### config.mk
export PLATFORM = sky130hd
export DESIGN_NAME = sorted_priority_queue_top
export DESIGN_NICKNAME = d
export VERILOG_FILES = /design/src/rtl/spq_pkg.sv /design/src/rtl/spq_cell.sv /design/src/rtl/sorted_priority_queue_top.sv
export VERILOG_INCLUDE_DIRS = /design/src /design/src/rtl
export SDC_FILE = /design/constraint.sdc
export NUM_CORES = 1
export LEC_CHECK = 0
export BUFFER_PORTS_ARGS = -buffer_cell sky130_fd_sc_hd__buf_2
export CORE_UTILIZATION = 52
export CTS_BUF_LIST = sky130_fd_sc_hd__clkbuf_8
export CTS_CLUSTER_SIZE = 30
export DETAILED_ROUTE_END_ITERATION = 10
export GPL_TIMING_DRIVEN = 0
export MAX_ROUTING_LAYER = met4
export PLACE_DENSITY = 0.65
export SETUP_SLACK_MARGIN = 0.02
export SYNTH_ARGS = -nofsm -noshare
export SYNTH_HDL_FRONTEND = slang
export SYNTH_SLANG_ARGS = --single-unit
### constraint.sdc
create_clock -name clk_i -period 5.5 [get_ports clk_i]
set_input_delay 0.825 -clock clk_i [delete_from_list [all_inputs] [get_ports clk_i]]
set_output_delay 0.825 -clock clk_i [all_outputs]
set_load 0.02 [all_outputs]
### src/rtl/assert_macros.svh
// Assertion macros used by the RTL top level.
`ifndef ASSERT_MACROS_SVH
`define ASSERT_MACROS_SVH

// Clocked assertion, disabled while reset is asserted.
`define SPQ_ASSERT(label, prop, msg) \
  label: assert property (@(posedge clk_i) disable iff (!rst_ni) prop) else $error(msg);

// Implication checked on the following clock edge.
`define SPQ_ASSERT_NEXT(label, pre, post, msg) \
  label: assert property (@(posedge clk_i) disable iff (!rst_ni) (pre) |=> (post)) \
    else $error(msg);

`endif

### src/rtl/spq_pkg.sv
// Types and constants of the sorted priority queue.
`timescale 1ns / 1ps
package spq_pkg;

  localparam int unsigned DepthDef  = 16;
  localparam int unsigned PrioW     = 4;
  localparam int unsigned PayloadW  = 16;
  localparam int unsigned FillW     = 5;

  typedef enum logic [1:0] {
    KIND_INSERT = 2'd0,
    KIND_REMOVE = 2'd1,
    KIND_CLEAR  = 2'd2
  } spq_kind_e;

  typedef enum logic [1:0] {
    STATUS_OK    = 2'd0,
    STATUS_FULL  = 2'd1,
    STATUS_EMPTY = 2'd2
  } spq_status_e;

  typedef struct packed {
    logic [PrioW-1:0]    prio;
    logic [PayloadW-1:0] payload;
  } spq_entry_t;

  // Broadcast from the controller to every cell.
  typedef struct packed {
    logic       ins;
    logic       rem;
    spq_entry_t entry;
  } spq_ctrl_t;

endpackage

### src/rtl/spq_cell.sv
// One slot of the sorted queue: compare against the new entry and shift.
`timescale 1ns / 1ps
module spq_cell #(
  parameter int unsigned CntW = 5,
  parameter int unsigned Idx  = 0
) (
  input  logic               clk_i,
  input  logic [CntW-1:0]    count_i,
  input  spq_pkg::spq_ctrl_t ctrl_i,
  input  spq_pkg::spq_entry_t left_i,
  input  logic               left_keep_i,
  input  spq_pkg::spq_entry_t right_i,
  output spq_pkg::spq_entry_t entry_o,
  output logic               keep_o
);

  spq_pkg::spq_entry_t entry_q, entry_d;
  logic                occ;

  assign occ    = count_i > CntW'(Idx);
  // Stays put on insert: occupied and not above the new priority.
  assign keep_o = occ && (entry_q.prio <= ctrl_i.entry.prio);

  always_comb begin
    entry_d = entry_q;
    if (ctrl_i.ins) begin
      if (!keep_o) begin
        entry_d = left_keep_i ? ctrl_i.entry : left_i;
      end
    end else if (ctrl_i.rem) begin
      entry_d = right_i;
    end
  end

  always_ff @(posedge clk_i) begin
    entry_q <= entry_d;
  end

  assign entry_o = entry_q;

endmodule

### src/rtl/sorted_priority_queue_top.sv
// Top level of the sorted priority queue: controller, cell chain and result register.
`timescale 1ns / 1ps
`include "assert_macros.svh"
// Bounded priority queue held as a chain of Depth cells in ascending priority
// order; equal priorities leave in arrival order. Each transaction (insert,
// remove head, clear) is handled with all cells comparing and shifting
// together; the result is registered, so it appears in the cycle after
// acceptance. A new transaction is taken every cycle as long as the result
// register is empty or being drained in the same cycle. An insert into a full
// queue reports full; a remove on an empty queue reports empty with zero data.
// fill_count is the stored count truncated to five bits.
module sorted_priority_queue_top #(
  parameter int unsigned Depth = spq_pkg::DepthDef
) (
  input  logic                          clk_i,
  input  logic                          rst_ni,
  input  logic                          in_valid_i,
  output logic                          in_ready_o,
  input  logic [1:0]                    kind_i,
  input  logic [spq_pkg::PrioW-1:0]     entry_priority_i,
  input  logic [spq_pkg::PayloadW-1:0]  payload_i,
  output logic                          out_valid_o,
  input  logic                          out_ready_i,
  output logic [1:0]                    status_o,
  output logic [spq_pkg::PrioW-1:0]     out_priority_o,
  output logic [spq_pkg::PayloadW-1:0]  out_payload_o,
  output logic [spq_pkg::FillW-1:0]     fill_count_o
);

  localparam int unsigned CntW = $clog2(Depth + 1);

  logic [CntW-1:0]     count_q, count_d;
  logic                out_valid_q;
  logic [1:0]          status_q, status_d;
  spq_pkg::spq_entry_t out_q, out_d;
  logic                in_fire, full, empty;
  spq_pkg::spq_ctrl_t  ctrl;
  spq_pkg::spq_entry_t cells [Depth];
  logic                keep [Depth];
  logic [CntW+spq_pkg::FillW-1:0] count_ext;

  assign in_ready_o = !out_valid_q || out_ready_i;
  assign in_fire    = in_valid_i && in_ready_o;
  assign full       = count_q == CntW'(Depth);
  assign empty      = count_q == '0;

  always_comb begin
    ctrl.ins           = 1'b0;
    ctrl.rem           = 1'b0;
    ctrl.entry.prio    = entry_priority_i;
    ctrl.entry.payload = payload_i;
    count_d            = count_q;
    status_d           = spq_pkg::STATUS_OK;
    out_d              = '0;
    case (kind_i)
      spq_pkg::KIND_INSERT: begin
        if (full) begin
          status_d = spq_pkg::STATUS_FULL;
        end else begin
          ctrl.ins = in_fire;
          count_d  = count_q + CntW'(1);
        end
      end
      spq_pkg::KIND_REMOVE: begin
        if (empty) begin
          status_d = spq_pkg::STATUS_EMPTY;
        end else begin
          ctrl.rem = in_fire;
          out_d    = cells[0];
          count_d  = count_q - CntW'(1);
        end
      end
      spq_pkg::KIND_CLEAR: begin
        count_d = '0;
      end
      default: begin
        count_d = count_q;
      end
    endcase
  end

  for (genvar i = 0; i < Depth; i++) begin : g_cell
    spq_pkg::spq_entry_t left, right;
    logic                left_keep;
    if (i == 0) begin : g_head
      assign left      = ctrl.entry;
      assign left_keep = 1'b1;
    end else begin : g_mid
      assign left      = cells[i-1];
      assign left_keep = keep[i-1];
    end
    if (i == Depth - 1) begin : g_tail
      assign right = '0;
    end else begin : g_body
      assign right = cells[i+1];
    end
    spq_cell #(
      .CntW (CntW),
      .Idx  (i)
    ) u_cell (
      .clk_i       (clk_i),
      .count_i     (count_q),
      .ctrl_i      (ctrl),
      .left_i      (left),
      .left_keep_i (left_keep),
      .right_i     (right),
      .entry_o     (cells[i]),
      .keep_o      (keep[i])
    );
  end

  always_ff @(posedge clk_i or negedge rst_ni) begin
    if (!rst_ni) begin
      count_q     <= '0;
      out_valid_q <= 1'b0;
    end else begin
      if (in_fire) begin
        count_q     <= count_d;
        out_valid_q <= 1'b1;
      end else if (out_ready_i) begin
        out_valid_q <= 1'b0;
      end
    end
  end

  always_ff @(posedge clk_i) begin
    if (in_fire) begin
      status_q <= status_d;
      out_q    <= out_d;
    end
  end

  logic [spq_pkg::FillW-1:0] fill_q;
  assign count_ext = {{spq_pkg::FillW{1'b0}}, count_q};

  function automatic logic [spq_pkg::FillW-1:0] count_d_ext_lo(input logic [CntW-1:0] c);
    logic [CntW+spq_pkg::FillW-1:0] e;
    e = {{spq_pkg::FillW{1'b0}}, c};
    return e[spq_pkg::FillW-1:0];
  endfunction

  always_ff @(posedge clk_i) begin
    if (in_fire) begin
      fill_q <= count_d_ext_lo(count_d);
    end
  end

  assign out_valid_o    = out_valid_q;
  assign status_o       = status_q;
  assign out_priority_o = out_q.prio;
  assign out_payload_o  = out_q.payload;
  assign fill_count_o   = fill_q;

  `SPQ_ASSERT(a_count_bound, (count_q <= CntW'(Depth)), "entry count above depth")
  `SPQ_ASSERT(a_fill_tracks, (count_ext[spq_pkg::FillW-1:0] == fill_count_o || !out_valid_o || in_fire), "fill count does not match stored count")
  `SPQ_ASSERT_NEXT(a_insert_grows, in_fire && kind_i == spq_pkg::KIND_INSERT && !full, count_q == $past(count_q) + CntW'(1), "accepted insert did not grow the queue")
  `SPQ_ASSERT_NEXT(a_empty_remove, in_fire && kind_i == spq_pkg::KIND_REMOVE && empty, status_o == spq_pkg::STATUS_EMPTY && out_priority_o == '0 && out_payload_o == '0, "remove on empty queue misreported")

endmodule

==> results of run 1 <==
## logic make-up after synthesis
family	Yosys count
compound gates	684
simple gates	495
flops	353
buf+inv	219
fa+ha+maj	70
## cell type report
cell class	count	share of cell area
Sequential cell	353	0.481
Multi-Input combinational cell	1249	0.372
Buffer	193	0.0433
Clock buffer	61	0.0382
Tap cell	504	0.0287
Timing Repair Buffer	70	0.0225
Clock inverter	52	0.00986
Inverter	26	0.00444
Antenna cell	1	0.000114
## repair_timing
| item | in CTS | in global routing |
|---|---|---|
| buffers inserted | 0 | 0 |
| endpoints found under the hold margin | 6 | 0 |
| hold buffers | 1 | 0 |
| gates resized for setup | 0 | 0 |
## power groups by stage
| stage | sequential (uW) | combinational, uW | clock [uW] |
|---|---|---|---|
| finish | 3740 | 2970 | 2230 |
| global route | 3750 | 3180 | 2340 |
| CTS | 3720 | 2880 | 2230 |
| detailed placement | 3770 | 2860 | 0 |
| global placement | 3810 | 2700 | 0 |
| floorplan | 3670 | 1930 | 0 |
## state kept, by name, summed over array words and instances, names as in the netlist
| name | cells |
|---|---|
| out_payload_o | 16 |
| count_q | 5 |
| status_o | 2 |
| out_priority_o | 4 |
| fill_count_o | 5 |
| g_cell.u_cell.entry_o | 320 |
| out_valid_o | 1 |
## critical path, cell delays in order (launching register included)
cell      delay [ns]
dfrtp_1         0.43
clkbuf_1        0.26
inv_1           0.25
ha_1            0.28
nor4b_1         0.82
nor2_2          0.35
nand2_1         0.51
buf_2           0.50
nand2_1         0.63
## placed cells by master (no fill, tap or decap), types with 2 or more instances in the layout
cell type,synthesis,final
and2_0,4,4
a21oi_1,289,289
nor2_1,11,11
o21a_1,3,3
o21ai_0,45,31
clkbuf_8,0,61
buf_2,76,130
a211oi_1,15,15
nand2b_1,5,5
nor2b_1,15,15
clkinvlp_4,0,3
clkinv_1,0,25
o221ai_1,2,2
o31ai_1,3,3
inv_1,25,41
edfxtp_1,347,347
nor3_1,3,3
a221o_1,280,280
and3_1,2,2
a21o_1,6,6
and2_1,33,33
clkinv_2,0,8
dfrtp_1,6,6
nand2_1,368,368
o2bb2ai_1,14,14
buf_8,0,12
clkbuf_1,98,98
ha_1,70,70
buf_6,17,20
o22ai_1,4,4
and2_4,13,13
nand4_1,4,4
o21ai_2,0,14
o21bai_1,14,14
nand3_1,24,24
## metal layers
| layer | vias to the layer above | GRT usage | wire length [microns] |
|---|---|---|---|
| li1 | 7382 | - | - |
| met1 | 8482 | 0.510 | 29000 |
| met2 | 1116 | 0.579 | 32800 |
| met3 | 234 | 0.0977 | 8170 |
| met4 | 0 | 0.167 | 3210 |
| met5 | - | - | 0 |
## worst max-delay path by stage
stage / slack, ns / end / cells past startpoint
floorplan: 1.32 / g_cell[11].u_cell.entry_o[0] / 7
global placement: -0.39 / g_cell[1].u_cell.entry_o[6] / 8
detailed placement: 1.07 / g_cell[14].u_cell.entry_o[4] / 8
CTS: 1.05 / g_cell[14].u_cell.entry_o[10] / 8
global route: 0.83 / g_cell[14].u_cell.entry_o[5] / 8
finish: 1.01 / g_cell[14].u_cell.entry_o[5] / 8
## per-stage QoR
stage / setup slack (ns) / total power, uW / util / hold WS [ns] / TNS (ns)
after floorplan: 1.32 / 5600 / - / 0.517 / 0
after global placement: -0.390 / 6510 / 0.558 / 0.538 / -34.47
after detailed placement: 1.07 / 6640 / 0.565 / 0.537 / 0
after CTS: 1.05 / 8830 / 0.594 / 0.379 / 0
after global routing: 0.831 / 9270 / 0.594 / 0.418 / 0
final: 1.01 / 8930 / 0.594 / 0.410 / 0
==> flow_metrics.env, run 1 <==
export IMPL_synth_mux_area_frac=0
export IMPL_grt_overflow_total=0
export IMPL_clock_latency_ns=0.69
export IMPL_yosysMostFrequentCell="nand2_1"
export IMPL_multi_input_area_sq_um=8160
export IMPL_skew_ns=0.0215
export IMPL_placed_cell_area_sq_um=20900
export IMPL_whs_endpoint="out_valid_o"
export IMPL_outcome="finished, final reports clean"
export IMPL_ys_ff_latch=353
export IMPL_avgViaCountPerCell=6.86
export IMPL_fp_row_count=70
export IMPL_track_usage=0.390
export IMPL_drive_gt1_frac=0.137
export IMPL_dp_cells=2394
export IMPL_power_frac_comb=0.332
export IMPL_power_frac_clock=0.249
export IMPL_min_period_over_period=0.817
export IMPL_ys_flop_type="edfxtp_1"
export IMPL_drt_first_iter_violations=2335
export IMPL_slew_limit_headroom=0.175
export IMPL_worst_pin_slew_ns=1.24
export IMPL_htreeDepth=2
export IMPL_synth_top_family_by_area="compound AO/OA/AOI/OAI gates"
export IMPL_start_util=0.534
export IMPL_ios=55
export IMPL_synth_area_sq_um=19700
export IMPL_fmax_mhz=223
export IMPL_critPathLaunchType="register"
export IMPL_cts_buffers=61
export IMPL_synth_simple_gate_area_frac=0.112
export IMPL_drt_first_pass_iters=5
export IMPL_worst_setup_path_type="reg2reg"
export IMPL_io_buffers=54
export IMPL_setup_violations=0
export IMPL_critical_path_max_fanout=20
export IMPL_whs_path_depth=2
export IMPL_hp_start="in_valid_i"
export IMPL_swShare=0.402
export IMPL_vias=17200
export IMPL_r2r_end="g_cell[14].u_cell.entry_o[5]"
export IMPL_p_leak_uw=0.00800
export IMPL_avgSynthCellArea_sq_um=10.8
export IMPL_startpoint="count_q[0]"
export IMPL_synth_common_cells="nand2_1 (368), edfxtp_1 (347), a21oi_1 (289)"
export IMPL_fin_crit_ns=4.49
export IMPL_p_int_uw=5340
export IMPL_die_y_microns=197
export IMPL_die_area_sq_um=38700
export IMPL_ir_worst_vdd_uv=227
export IMPL_routed_wl_microns=73200
export IMPL_yosysWarningCount=0
export IMPL_grt_max_degree=35
export IMPL_finalHoldViolations=0
export IMPL_r2r_worst_path_cells=8
export IMPL_synthAdderAreaFrac=0.0444
export IMPL_gp_congestion=0.965
export IMPL_synth_cell_type_count=53
export IMPL_netlist_area_leader_share=0.528
export IMPL_cp_required_ns=5.74
export IMPL_postRouteAntennaNets=0
export IMPL_final_area_sq_um=22000
export IMPL_antenna_found_initial=2
export IMPL_root_buffer="clkbuf_8"
export IMPL_reg2reg_from="count_q[0]"
export IMPL_worstSetupEndpointType="register"
export IMPL_fp_coreArea_sq_um=37000
export IMPL_synth_compound_area_frac=0.255
export IMPL_drc=0
export IMPL_tritoncts="done"
export IMPL_regArea_sq_um=10600
export IMPL_ys_seq_area_frac=0.536
export IMPL_netlist_top_cells_area="edfxtp_1 (53%), a221o_1 (14%), a21oi_1 (7.3%)"
export IMPL_grt_pass1_wl_microns=106000
export IMPL_pwr_share_seq=0.418
export IMPL_synth_largest_area_cell="edfxtp_1"
export IMPL_syn_nets=1917
export IMPL_hold_path_class="in2reg"
export IMPL_clk_pin_slew_ns=0.06
export IMPL_fin_nets=2050
export IMPL_grt_pass1_vias=16900
export IMPL_synth_cells=1821
export IMPL_wl_per_cell_microns=29.2
export IMPL_slew_viol_final=0
export IMPL_rsz0062_at_grt="false"
export IMPL_r2r_slack_ns=1.01
export IMPL_ys_async_sr_fraction=0.0170
export IMPL_pwr_density_cell_nw_per_um2=407
export IMPL_finalNonFillerCells=2509
export IMPL_nFillCells=3214
export IMPL_p_sw_uw=3590
export IMPL_die_x_microns=197
export IMPL_cts_sinks=353
export IMPL_arrival_ns=4.73
export IMPL_maxCapViolations=0
export IMPL_synth_xor_area_share=0
export IMPL_areaGrowthSynthToFinish_pct=11.4
export IMPL_dp_hpwl_microns=52400
export IMPL_ctsLongestPathBuffers=3
export IMPL_synth_edf_count=347
(Power assumes the default switching activity.)
==> run 2: changes to the inputs <==
--- a/config.mk
+++ b/config.mk
@@ -13,7 +13,7 @@
 export DETAILED_ROUTE_END_ITERATION = 10
 export GPL_TIMING_DRIVEN = 0
 export MAX_ROUTING_LAYER = met4
-export PLACE_DENSITY = 0.65
+export PLACE_DENSITY = 0.68
 export SETUP_SLACK_MARGIN = 0.02
 export SYNTH_ARGS = -nofsm -noshare
 export SYNTH_HDL_FRONTEND = slang
==> constraint.sdc (replaced) <==
create_clock -name clk_i -period 3.8 [get_ports clk_i]
set_input_delay 0.57 -clock clk_i [delete_from_list [all_inputs] [get_ports clk_i]]
set_output_delay 0.57 -clock clk_i [all_outputs]
set_load 0.02 [all_outputs]
==> run 2 against run 1 <==
  * Critical path type unchanged
  * First-iteration DRC count up 5.6%
  * Global-route usage decreased by 1.1 points
  * Via count is 0.46% higher
  * Final area is 0.99% higher
  * Sequential share of layout area is 0.47 points lower
  * Clock power is 61% higher
  * Critical endpoint is now g_cell[8].u_cell.entry_o[18]
  * Die area is the same
  * Total power grew 49%
  * Critical path depth up 1
==> flow_metrics.env, run 2 (synthesis gave the netlist of run 1 again) <==
export IMPL_outcome="finished, final reports clean"
export IMPL_clk_pin_slew_ns=0.06
export IMPL_grt_pass1_vias=17000
export IMPL_r2r_slack_ns=0.15
export IMPL_whs_path_depth=2
export IMPL_skew_ns=0.0336
export IMPL_worstSetupEndpointType="register"
export IMPL_largest_reg_flops=320
export IMPL_die_x_microns=197
export IMPL_fin_crit_ns=3.65
export IMPL_fp_coreArea_sq_um=37000
export IMPL_pwr_density_cell_nw_per_um2=599
export IMPL_finalNonFillerCells=2507
export IMPL_tritoncts="done"
export IMPL_placed_cell_area_sq_um=20900
export IMPL_r2r_worst_path_cells=9
export IMPL_drive_gt1_frac=0.139
export IMPL_gp_congestion=0.994
export IMPL_arrival_ns=4.20
export IMPL_cp_required_ns=4.35
export IMPL_io_buffers=54
export IMPL_slew_limit_headroom=0.189
export IMPL_grt_pass1_wl_microns=104000
export IMPL_drt_first_pass_iters=8
export IMPL_total_power_uw=13300
export IMPL_wl_per_cell_microns=28.3
export IMPL_p_leak_uw=0.00809
export IMPL_ir_worst_vdd_uv=299
export IMPL_startpoint="count_q[1]"
export IMPL_grt_max_degree=35
export IMPL_cts_sinks=353
export IMPL_ctsLongestPathBuffers=3
export IMPL_critPathTopFamily="simple AND/OR/NAND/NOR gates"
export IMPL_die_area_sq_um=38700
export IMPL_setup_violations=0
export IMPL_areaGrowthSynthToFinish_pct=12.5
export IMPL_start_util=0.534
export IMPL_cp_cell_sequence="clkbuf_1, inv_1, ha_1, and4bb_1, nor3_4, nand2_2, nor2_1, buf_2, a221o_1"
export IMPL_hp_start="in_valid_i"
export IMPL_hold_path_class="in2reg"
export IMPL_routed_wl_microns=70900
export IMPL_grt_overflow_total=0
export IMPL_finalHoldViolations=0
export IMPL_postRouteAntennaNets=0
export IMPL_fin_nets=2048
export IMPL_max_stage_delay_ns=0.75
export IMPL_final_common_cell="nand2_1"
export IMPL_slew_viol_final=0
export IMPL_whs_endpoint="out_valid_o"
export IMPL_rsz0062_at_grt="true"
export IMPL_layout_common_cells="nand2_1 (366), edfxtp_1 (347), a21oi_1 (289)"
export IMPL_clock_latency_ns=0.71
export IMPL_ios=55
export IMPL_drc=0
export IMPL_antenna_found_initial=0
export IMPL_vias=17300
export IMPL_worst_setup_path_type="reg2reg"
export IMPL_fmax_mhz=274
export IMPL_avgViaCountPerCell=6.90
export IMPL_track_usage=0.379
export IMPL_die_y_microns=197
export IMPL_worst_pin_slew_ns=1.21
export IMPL_path_buf_inv=3
export IMPL_dp_cells=2393
export IMPL_fp_row_count=70
export IMPL_r2r_end="g_cell[8].u_cell.entry_o[18]"
export IMPL_critical_path_max_fanout=10
export IMPL_root_buffer="clkbuf_8"
export IMPL_min_period_over_period=0.960
export IMPL_critPathSlowestCell="nor2_1"
export IMPL_maxCapViolations=0
export IMPL_final_area_sq_um=22200
export IMPL_critPathLaunchType="register"
export IMPL_drt_first_iter_violations=2466
export IMPL_cts_buffers=60
export IMPL_dp_hpwl_microns=50500
export IMPL_htreeDepth=2
export IMPL_reg2reg_from="count_q[1]"
[run 2: layer usage]
| metal | up-vias | share of wire | track usage |
|---|---|---|---|
| met2 | 1228 | 0.45 | 0.566 |
| met3 | 274 | 0.12 | 0.0943 |
| li1 | 7385 | - | - |
| met1 | 8406 | 0.38 | 0.483 |
| met5 | - | 0 | - |
| met4 | 0 | 0.051 | 0.189 |
[run 2: where the power goes]
| group | total (uW) | internal [uW] | switching [uW] |
|---|---|---|---|
| clock network | 3590 | 1890 | 1700 |
| logic | 4310 | 1240 | 3060 |
| registers | 5390 | 5010 | 377 |
| total | 13300 | 8140 | 5140 |
[run 2: worst reg2reg max path: cells and delay by family (launching register included)]
kind / cells / cell delay, ns
AO/OA/AOI/OAI: 1 / 0.24
AND/OR/NAND/NOR: 4 / 1.49
flip-flops: 1 / 0.39
adder cells (fa/ha/maj): 1 / 0.28
buffers and inverters: 3 / 1.10
[run 2: layout make-up]
cell class,count,area (sq um)
fill,3147,14800
tap,504,631
inverter,26,97.6
clock buffer,60,826
clock inverter,52,388
buffer,193,953
antenna,1,2.50
timing repair buffer,69,490
multi-input combinational,1249,8220
sequential,353,10600
[run 2: how the worst max path moves through the flow]
stage | endpoint | slack (ns) | cells past startpoint
5_1_grt | g_cell[5].u_cell.entry_o[9] | 0.008 | 9
6_report | g_cell[8].u_cell.entry_o[18] | 0.15 | 9
4_1_cts | g_cell[1].u_cell.entry_o[6] | 0.06 | 10
2_1_floorplan | g_cell[11].u_cell.entry_o[0] | -0.13 | 7
3_3_place_gp | g_cell[0].u_cell.entry_o[6] | -1.62 | 9
3_5_place_dp | g_cell[14].u_cell.entry_o[2] | -0.56 | 8
[run 2: stage by stage]
step / hold WS (ns) / setup slack, ns / util / TNS (ns)
floorplan: 0.274 / -0.128 / - / -10.22
global placement: 0.403 / -1.62 / 0.558 / -403.35
detailed placement: 0.406 / -0.560 / 0.565 / -26.54
CTS: 0.0820 / 0.0644 / 0.599 / 0
global route: 0.130 / 0.00782 / 0.600 / 0
finish: 0.104 / 0.152 / 0.600 / 0
[run 2: repair_timing]
| item | in CTS | in global routing |
|---|---|---|
| buffers inserted | 0 | 0 |
| endpoints found under the setup margin | 216 | 188 |
| resized for setup | 4 | 11 |
| cloned | 0 | 0 |
| hold buffers | 1 | 0 |
| endpoints found under the hold margin | 6 | 0 |
